`src/hdl/oscmp_pkg.sv`:
```
// Shared constants and types for the OSC message parser.
package oscmp_pkg;

  // Characters the parser looks for
  localparam logic [7:0] CH_SLASH = 8'h2f;
  localparam logic [7:0] CH_COMMA = 8'h2c;
  localparam logic [7:0] CH_INT   = 8'h69;
  localparam logic [7:0] CH_FLOAT = 8'h66;
  localparam logic [7:0] CH_STR   = 8'h73;

  // Token kinds on the result channel
  localparam logic [2:0] TK_ADDR_BYTE = 3'd0;
  localparam logic [2:0] TK_ADDR_END  = 3'd1;
  localparam logic [2:0] TK_INT       = 3'd2;
  localparam logic [2:0] TK_FLOAT     = 3'd3;
  localparam logic [2:0] TK_STR_BYTE  = 3'd4;
  localparam logic [2:0] TK_STR_END   = 3'd5;
  localparam logic [2:0] TK_MSG_END   = 3'd6;
  localparam logic [2:0] TK_REJECTED  = 3'd7;

  localparam int unsigned LEN_W = 18;

  // One token as held in the output queue
  typedef struct packed {
    logic [2:0]  kind;
    logic [31:0] value;
    logic        last;
  } tok_t;

endpackage

```
`src/hdl/osc_message_parser.sv`:
```
// OSC message parser: byte stream in, token stream out.
//
// Input channel (in_*): one datagram byte per request, with the datagram's
// length on every byte and in_tuser marking the first byte of a datagram.
// Output channel (out_*): tokens (address bytes, argument words, string
// bytes, end markers, rejection); out_tlast flags the last token caused by
// an input byte.
// Tokens a byte causes are registered into the token queue behind any that wait.
// Throughput: one byte per cycle while each byte yields at most one token
// and the receiver keeps up; a byte yielding more tokens fills the queue faster.
// The rate is set by the single output port draining a four-entry token
// queue; the tag memory read is registered at the next tag index and never stalls.
// Stall: bytes are still taken while at most one token waits (or two with
// one leaving); beyond that in_tready drops until the queue drains.
// Reset: parser returns to searching for '/', position and counters clear,
// token queue empties. The type tag memory is not cleared; only entries
// written for the current message are ever read.
module osc_message_parser #(
  parameter int unsigned TAG_DEPTH    = 64,
  parameter int unsigned MAX_DATAGRAM = 131072
) (
  input  logic        clk,
  input  logic        rst_n,
  input  logic        in_tvalid,
  output logic        in_tready,
  input  logic [31:0] in_tdata,   // [7:0] data_byte, [25:8] datagram_length, [31:26] zero
  input  logic        in_tuser,   // [0] first_byte
  output logic        out_tvalid,
  input  logic        out_tready,
  output logic [39:0] out_tdata,  // [2:0] token_kind, [34:3] token_value, [39:35] zero
  output logic        out_tlast
);
  import oscmp_pkg::*;

  localparam int unsigned AW    = (TAG_DEPTH > 1) ? $clog2(TAG_DEPTH) : 1;
  localparam int unsigned TC_W  = $clog2(TAG_DEPTH + 1);
  localparam int unsigned POS_W = $clog2(MAX_DATAGRAM + 1);
  localparam int unsigned CMP_W = (POS_W > LEN_W) ? POS_W : LEN_W;

  localparam logic [2:0] PH_SEEK   = 3'd0;
  localparam logic [2:0] PH_ADDR   = 3'd1;
  localparam logic [2:0] PH_COMMA  = 3'd2;
  localparam logic [2:0] PH_TAGS   = 3'd3;
  localparam logic [2:0] PH_ALIGN  = 3'd4;
  localparam logic [2:0] PH_ARGS   = 3'd5;
  localparam logic [2:0] PH_STRPAD = 3'd6;

  logic [7:0]       in_byte;
  logic [LEN_W-1:0] in_len;
  logic             in_first;
  logic             in_fire;
  logic             take;

  logic [2:0]       phase_r, phase_nxt;
  logic [POS_W-1:0] pos_r, pos_nxt;
  logic [TC_W-1:0]  tag_cnt_r, tag_cnt_nxt;
  logic [TC_W-1:0]  tag_idx_r, tag_idx_nxt;
  logic [31:0]      word_r, word_nxt;
  logic [1:0]       wbc_r, wbc_nxt;
  logic             rej_r, rej_nxt;

  // type tag memory, registered read at the next tag index
  logic [7:0]    tag_mem [TAG_DEPTH];
  logic [7:0]    tag_rd_r;
  logic          tag_we;
  logic [AW-1:0] tag_waddr;
  logic [AW-1:0] tag_raddr;

  // tokens produced by the current byte
  logic [2:0]  em_kind [3];
  logic [31:0] em_val  [3];
  logic [1:0]  em_n;

  logic             stop;
  logic             aligned;
  logic             do_begin;
  logic [POS_W-1:0] pos_p1;
  logic [CMP_W-1:0] len_ext;
  logic [CMP_W-1:0] max_ext;

  // output queue
  tok_t       slot_r [4];
  tok_t       slot_nxt [4];
  logic [2:0] cnt_r, cnt_nxt;
  logic [2:0] base;

  assign in_byte  = in_tdata[7:0];
  assign in_len   = in_tdata[25:8];
  assign in_first = in_tuser;
  assign len_ext  = CMP_W'(in_len);
  assign max_ext  = CMP_W'(MAX_DATAGRAM);

  assign take       = out_tvalid && out_tready;
  assign in_tready  = (cnt_r <= 3'd1) || (cnt_r == 3'd2 && out_tready);
  assign in_fire    = in_tvalid && in_tready;
  assign out_tvalid = (cnt_r != 3'd0);
  assign out_tdata  = {5'd0, slot_r[0].value, slot_r[0].kind};
  assign out_tlast  = slot_r[0].last;

  always_comb begin
    phase_nxt   = phase_r;
    pos_nxt     = pos_r;
    tag_cnt_nxt = tag_cnt_r;
    tag_idx_nxt = tag_idx_r;
    word_nxt    = word_r;
    wbc_nxt     = wbc_r;
    rej_nxt     = rej_r;
    tag_we      = 1'b0;
    tag_waddr   = tag_cnt_r[AW-1:0];
    em_n        = 2'd0;
    stop        = 1'b0;
    do_begin    = 1'b0;
    pos_p1      = pos_r + POS_W'(1);
    aligned     = (pos_p1[1:0] == 2'd0);
    for (int k = 0; k < 3; k++) begin
      em_kind[k] = TK_ADDR_BYTE;
      em_val[k]  = 32'd0;
    end

    if (in_fire) begin
      if (in_first) begin
        pos_nxt     = '0;
        phase_nxt   = PH_SEEK;
        tag_cnt_nxt = '0;
        tag_idx_nxt = '0;
        word_nxt    = 32'd0;
        wbc_nxt     = 2'd0;
        rej_nxt     = (in_len[1:0] != 2'd0) || (len_ext > max_ext);
        if (rej_nxt) begin
          em_kind[0] = TK_REJECTED;
          em_n       = 2'd1;
          stop       = 1'b1;
        end
      end else if (rej_r) begin
        stop = 1'b1;
      end

      if (!stop && (CMP_W'(pos_nxt) >= len_ext || CMP_W'(pos_nxt) >= max_ext)) begin
        stop = 1'b1;
      end

      if (!stop) begin
        pos_p1  = pos_nxt + POS_W'(1);
        aligned = (pos_p1[1:0] == 2'd0);
        pos_nxt = pos_p1;
        unique case (phase_nxt)
          PH_SEEK: begin
            if (in_byte == CH_SLASH) begin
              tag_cnt_nxt = '0;
              tag_idx_nxt = '0;
              em_kind[em_n] = TK_ADDR_BYTE;
              em_val[em_n]  = 32'(in_byte);
              em_n          = em_n + 2'd1;
              phase_nxt     = PH_ADDR;
            end
          end
          PH_ADDR: begin
            if (in_byte == 8'd0) begin
              em_kind[em_n] = TK_ADDR_END;
              em_n          = em_n + 2'd1;
              phase_nxt     = PH_COMMA;
            end else begin
              em_kind[em_n] = TK_ADDR_BYTE;
              em_val[em_n]  = 32'(in_byte);
              em_n          = em_n + 2'd1;
            end
          end
          PH_COMMA: begin
            if (in_byte == CH_COMMA) phase_nxt = PH_TAGS;
          end
          PH_TAGS: begin
            if (in_byte == 8'd0) begin
              tag_idx_nxt = '0;
              if (aligned) do_begin = 1'b1;
              else         phase_nxt = PH_ALIGN;
            end else if (tag_cnt_nxt < TC_W'(TAG_DEPTH)) begin
              tag_we      = 1'b1;
              tag_cnt_nxt = tag_cnt_nxt + TC_W'(1);
            end
          end
          PH_ALIGN: begin
            if (aligned) do_begin = 1'b1;
          end
          PH_ARGS: begin
            if (tag_rd_r == CH_STR) begin
              if (in_byte != 8'd0) begin
                em_kind[em_n] = TK_STR_BYTE;
                em_val[em_n]  = 32'(in_byte);
                em_n          = em_n + 2'd1;
                wbc_nxt       = 2'd1;
              end else begin
                em_kind[em_n] = TK_STR_END;
                em_n          = em_n + 2'd1;
                wbc_nxt       = 2'd0;
                if (aligned) begin
                  tag_idx_nxt = tag_idx_nxt + TC_W'(1);
                  do_begin    = 1'b1;
                end else begin
                  phase_nxt = PH_STRPAD;
                end
              end
            end else begin
              word_nxt = {word_nxt[23:0], in_byte};
              if (wbc_nxt == 2'd3) begin
                if (tag_rd_r == CH_INT) begin
                  em_kind[em_n] = TK_INT;
                  em_val[em_n]  = word_nxt;
                  em_n          = em_n + 2'd1;
                end else if (tag_rd_r == CH_FLOAT) begin
                  em_kind[em_n] = TK_FLOAT;
                  em_val[em_n]  = word_nxt;
                  em_n          = em_n + 2'd1;
                end
                tag_idx_nxt = tag_idx_nxt + TC_W'(1);
                do_begin    = 1'b1;
              end else begin
                wbc_nxt = wbc_nxt + 2'd1;
              end
            end
          end
          PH_STRPAD: begin
            if (aligned) begin
              tag_idx_nxt = tag_idx_nxt + TC_W'(1);
              do_begin    = 1'b1;
            end
          end
          default: phase_nxt = PH_SEEK;
        endcase

        if (do_begin) begin
          word_nxt = 32'd0;
          wbc_nxt  = 2'd0;
          if (tag_idx_nxt >= tag_cnt_nxt) begin
            em_kind[em_n] = TK_MSG_END;
            em_n          = em_n + 2'd1;
            phase_nxt     = PH_SEEK;
          end else begin
            phase_nxt = PH_ARGS;
          end
        end

        // datagram end closes the open message; a partial word is dropped
        if (CMP_W'(pos_p1) == len_ext && phase_nxt != PH_SEEK) begin
          if (phase_nxt == PH_ADDR) begin
            em_kind[em_n] = TK_ADDR_END;
            em_n          = em_n + 2'd1;
          end else if (phase_nxt == PH_ARGS && tag_rd_r == CH_STR && wbc_nxt != 2'd0) begin
            em_kind[em_n] = TK_STR_END;
            em_n          = em_n + 2'd1;
          end
          em_kind[em_n] = TK_MSG_END;
          em_n          = em_n + 2'd1;
          phase_nxt     = PH_SEEK;
          word_nxt      = 32'd0;
          wbc_nxt       = 2'd0;
        end
      end
    end
  end

  // the last tag write lands before the tag is needed,
  // so the registered read never misses a fresh entry
  assign tag_raddr = (tag_idx_nxt < TC_W'(TAG_DEPTH)) ? tag_idx_nxt[AW-1:0] : '0;

  always_ff @(posedge clk) begin
    if (tag_we) tag_mem[tag_waddr] <= in_byte;
    tag_rd_r <= tag_mem[tag_raddr];
  end

  // queue: shift out on take, append this byte's tokens behind what stays
  always_comb begin
    base = cnt_r - {2'd0, take};
    for (int i = 0; i < 4; i++) begin
      if (take && i < 3) slot_nxt[i] = slot_r[i+1];
      else               slot_nxt[i] = slot_r[i];
      for (int k = 0; k < 3; k++) begin
        if (in_fire && 2'(k) < em_n && (base + 3'(k)) == 3'(i)) begin
          slot_nxt[i].kind  = em_kind[k];
          slot_nxt[i].value = em_val[k];
          slot_nxt[i].last  = (2'(k) == em_n - 2'd1);
        end
      end
    end
    cnt_nxt = base + (in_fire ? {1'b0, em_n} : 3'd0);
  end

  always_ff @(posedge clk) begin
    if (!rst_n) begin
      phase_r   <= PH_SEEK;
      pos_r     <= '0;
      tag_cnt_r <= '0;
      tag_idx_r <= '0;
      word_r    <= 32'd0;
      wbc_r     <= 2'd0;
      rej_r     <= 1'b0;
      cnt_r     <= 3'd0;
    end else begin
      phase_r   <= phase_nxt;
      pos_r     <= pos_nxt;
      tag_cnt_r <= tag_cnt_nxt;
      tag_idx_r <= tag_idx_nxt;
      word_r    <= word_nxt;
      wbc_r     <= wbc_nxt;
      rej_r     <= rej_nxt;
      cnt_r     <= cnt_nxt;
    end
  end

  always_ff @(posedge clk) begin
    for (int i = 0; i < 4; i++) slot_r[i] <= slot_nxt[i];
  end

  a_cnt_bound: assert property (@(posedge clk) disable iff (!rst_n)
    cnt_r <= 3'd4)
    else $error("token queue overfilled");

  a_args_tag_valid: assert property (@(posedge clk) disable iff (!rst_n)
    (phase_r == PH_ARGS) |-> (tag_idx_r < tag_cnt_r))
    else $error("argument parse without a stored tag");

  a_tag_cnt_bound: assert property (@(posedge clk) disable iff (!rst_n)
    tag_cnt_r <= TC_W'(TAG_DEPTH))
    else $error("tag count beyond memory depth");

  a_queue_ends_on_last: assert property (@(posedge clk) disable iff (!rst_n)
    (cnt_r != 3'd0) |-> slot_r[2'(cnt_r - 3'd1)].last)
    else $error("queue tail is not the last token of a byte");

  a_reject_silent: assert property (@(posedge clk) disable iff (!rst_n)
    (in_fire && rej_r && !in_first && !take) |=> (cnt_r == $past(cnt_r)))
    else $error("token produced inside a rejected datagram");

endmodule
```
`config.mk`:
```
export PLATFORM = sky130hd
export DESIGN_NAME = osc_message_parser
export DESIGN_NICKNAME = d
export VERILOG_FILES = /design/src/hdl/oscmp_pkg.sv /design/src/hdl/osc_message_parser.sv
export SDC_FILE = /design/constraint.sdc
export NUM_CORES = 1
export LEC_CHECK = 0
export BUFFER_PORTS_ARGS = -buffer_cell sky130_fd_sc_hd__buf_2
export CAP_MARGIN = 20
export CELL_PAD_IN_SITES_DETAIL_PLACEMENT = 1
export CELL_PAD_IN_SITES_GLOBAL_PLACEMENT = 1
export CORE_MARGIN = 10
export CORE_UTILIZATION = 40
export DETAILED_ROUTE_END_ITERATION = 10
export PLACE_DENSITY = 0.62
export SLEW_MARGIN = 20
export SYNTH_ARGS = -nofsm -noshare
export SYNTH_HDL_FRONTEND = slang
export SYNTH_SLANG_ARGS = --single-unit
```
`constraint.sdc`:
```
create_clock -name clk -period 17 [get_ports clk]
set_clock_uncertainty 0.2 [all_clocks]
set_input_delay 4.25 -clock clk [delete_from_list [all_inputs] [get_ports clk]]
set_output_delay 4.25 -clock clk [all_outputs]
set_load 0.02 [all_outputs]
```
==> impl_metrics.yaml <==
clock_tree:
  clk_pin_slew_ps: 60
  tritoncts: "yes"
  clkLatencyLatePin_ps: 650
  post_cts_buffers: 0
  cts_buffer_depth: 3
  ctsResizeCount: 0
  clkSinkCount: 729
  hold_buffers: 0
  cts_buffers: 80
  clock-root-buffer: "clkbuf_16"
  cts_max_level: 3
sta:
  period_share: 0.6817
  finalSetupViolCount: 0
  fin_ws_ps: 5411
  fmax_mhz: 86.29
  slew_headroom: 0.2104
  fin_crit_ps: 11590
  timing.setup.tns_ps: 0
  worst_pin_slew_ps: 1180
  timing_max_transition_violations_final: 0
  hold_viol_final: 0
  rsz0062_at_grt: "false"
floorplan:
  rows: 106
  start_util: 0.4039
  io_pins: 80
  dieWidth_um: 310.7
  core_area_um2: 83690
  die_y_um: 310.7
  die_area_um2: 96530
pwr:
  peakVddDrop_mv: 0.1250
  power_density_nw_per_um2: 123.9
  power_leakage_nw: 13.09
global_routing:
  grt_pass1_wl_um: 163300
  antenna_found_initial: 3
  grt_use_total: 0.2181
  grt_pass1_vias: 24980
  grt_max_degree: 105
  grt_overflow: 0
synth:
  synth_seq_cells: 729
  syn-cell-area_um2: 33800
  synth-edff-count: 656
  synth_top_flop_cell: "edfxtp_1"
  synthCells: 2786
  yosysUniqueCellTypes: 100
  yosysSeqAreaShare: 0.6260
  synth_warnings: 0
  async_flop_share: 0
  syn_area_per_cell_um2: 12.13
critical_path:
  arrival_ps: 11490
  cp_data_required_time_ps: 16900
  path_cells: "buf_2 > buf_4 > or4b_2 > nor3_2 > o221ai_2 > a211oi_1 > nand2_1 > ha_1 > and3_1 > a221o_1 > o21a_1 > mux2i_1 > inv_1 > ha_1 > o21a_1 > ha_1 > nand4_1 > and2_2 > inv_4 > and3_1 > nor2_1 > nand3_2"
  crit_buf_inv: 4
  cp-end-kind: "register"
  cp-start-kind: "primary input"
  crit_slowest_cell: "nand3_2"
  max_stage_delay_ps: 790
  worstSetupPathType: "in2reg"
  crit_family: "simple AND/OR/NAND/NOR gates"
  crit_fanout: 68
  crit_top_cell: "ha_1"
route:
  viasPerCell: 6.060
  drtPass1Iterations: 5
  ant_nets: 0
  drcViolationCount: 0
  vias: 24260
  drt_wl_total_um: 108900
  drt_iter0_drc: 2308
  wire_per_inst_um: 27.21
status:
  outcome: "completed"
worst_hold_path:
  hold_class: "reg2reg"
final_layout:
  area_delta_synth_final_pct: 12.20
  n_antenna_cell: 0
  post-route-util: 0.4532
  final_nets: 2893
  drive_above_1_share: 0.1286
  fin_area_um2: 37930
placement:
  dpl.hpwl_um: 67260
  gp_congestion: 0.8397
  place_ws_ps: 4533
  dpl_cell_area_um2: 35420
  port_buffers: 68
run:
  drv_cap: 0
[cells by family (layout without fill, tap and decap cells)]
group | count (synthesis) | after routing | synth area share
and+or+nand+nor | 886 | 886 | 0.1283
DFF | 729 | 729 | 0.6260
AOI/OAI and AO/OA | 715 | 715 | 0.1462
buffers and inverters | 245 | 325 | 0.03072
muxes | 136 | 136 | 0.04246
adders and majority gates | 46 | 46 | 0.01725
xor gates and xnor gates | 28 | 28 | 0.008920
other | 1 | 5 | 0.0001109
[cell usage in the layout, fill, tap and decap left out, types with 12 or more instances in the layout]
cell type	instances
clkinv_1	12
o31ai_1	12
a211oi_1	39
edfxtp_1	656
mux2_2	58
nor2b_1	60
nand3_1	140
a32oi_1	13
nor3_1	33
o22ai_1	14
o221ai_1	19
nor4_1	14
clkbuf_16	81
and3_1	29
o21ai_0	86
a22oi_1	59
a21oi_1	219
xnor2_1	20
and2_1	44
a221o_1	13
inv_1	46
ha_1	45
buf_2	68
clkbuf_1	25
dfxtp_1	73
nand2_1	256
a221oi_1	45
mux2i_1	77
nor2_1	189
buf_4	61
nand4_1	18
a31oi_1	21
o211ai_1	13
[cell type report]
class,count,area [um^2]
Inverter,50,192.7
Clock buffer,107,2135
Fill cell,8619,45760
Sequential cell,729,21160
Multi-Input combinational cell,1816,11770
Timing Repair Buffer,133,888.4
Tap cell,1134,1419
Clock inverter,35,365.4
[final timing paths]
kind,startpoint,endpoint,slack (ps),cells after the start
max reg2reg,pos_r[0],slot_r[0][4],9100,21
min reg2reg,rej_r,rej_r,270,2
max,in_tdata[7],slot_r[0][4],5410,22
min,rej_r,rej_r,270,2
[tightest hold or removal path, delay by kind of cell (launching register included)]
kind	cells	cell delay, ps
simple gates	1	60
compound gates	1	60
flops	1	310
[per-stage QoR]
step / instances / total power [mW] / hold WS, ps
4_1_cts: 4004 / 4.740 / 278.7
2_1_floorplan: 2790 / 2.721 / 236.7
3_3_place_gp: 3859 / 3.021 / 250.1
3_5_place_dp: 3862 / 3.061 / 270.8
5_1_grt: 4004 / 4.888 / 290.7
6_report: 4004 / 4.697 / 272.2
[where the power goes]
part	total (mW)	leakage [nW]	internal [mW]	switching, mW
sequential	2.18	6.54	2.15	0.0334
combinational	0.827	5.35	0.212	0.615
clock	1.69	1.20	0.950	0.736
total	4.70	13.1	3.31	1.38
[Yosys cell counts (all sizes together) (12+ instances only)]
cell type / number / area, um^2
o221ai: 21 / 196.4
clkbuf: 108 / 405.4
nor4: 14 / 87.58
inv: 49 / 188.9
dfxtp: 73 / 1461
o211ai: 14 / 110.1
a221o: 13 / 130.1
a221oi: 46 / 409.1
nand4: 18 / 112.6
o31ai: 16 / 140.1
a32oi: 13 / 113.9
a22oi: 61 / 462.9
a21oi: 220 / 1101
nor2: 194 / 735.7
xnor2: 20 / 175.2
and3: 29 / 181.4
o22ai: 14 / 87.58
edfxtp: 656 / 19700
mux2: 59 / 664.4
nor2b: 60 / 375.4
o21ai: 95 / 509.2
nand2b: 12 / 75.07
mux2i: 77 / 770.7
and2: 45 / 282.8
nand3: 144 / 725.7
nor3: 40 / 215.2
a211oi: 39 / 292.8
nand2: 259 / 972.2
buf: 87 / 440.4
a31oi: 21 / 131.4
ha: 45 / 563.0
[sequential cells by signal, summed over array words and instances (netlist names)]
signal and count:
tag_idx_r 7, cnt_r 3, slot_r 144, pos_r 18, tag_cnt_r 7, wbc_r 2, rej_r 1, phase_r 3
tag_mem 512, tag_rd_r 8, word_r 24
[metal layers]
layer  vias up  wire, um  track usage
met5         -        31            0
met4         4      3455      0.06883
met3       191      5947      0.02999
met2       750     52500       0.3662
met1     12580     47010       0.2891
li1      10740         -            -
(Power assumes the default switching activity.)
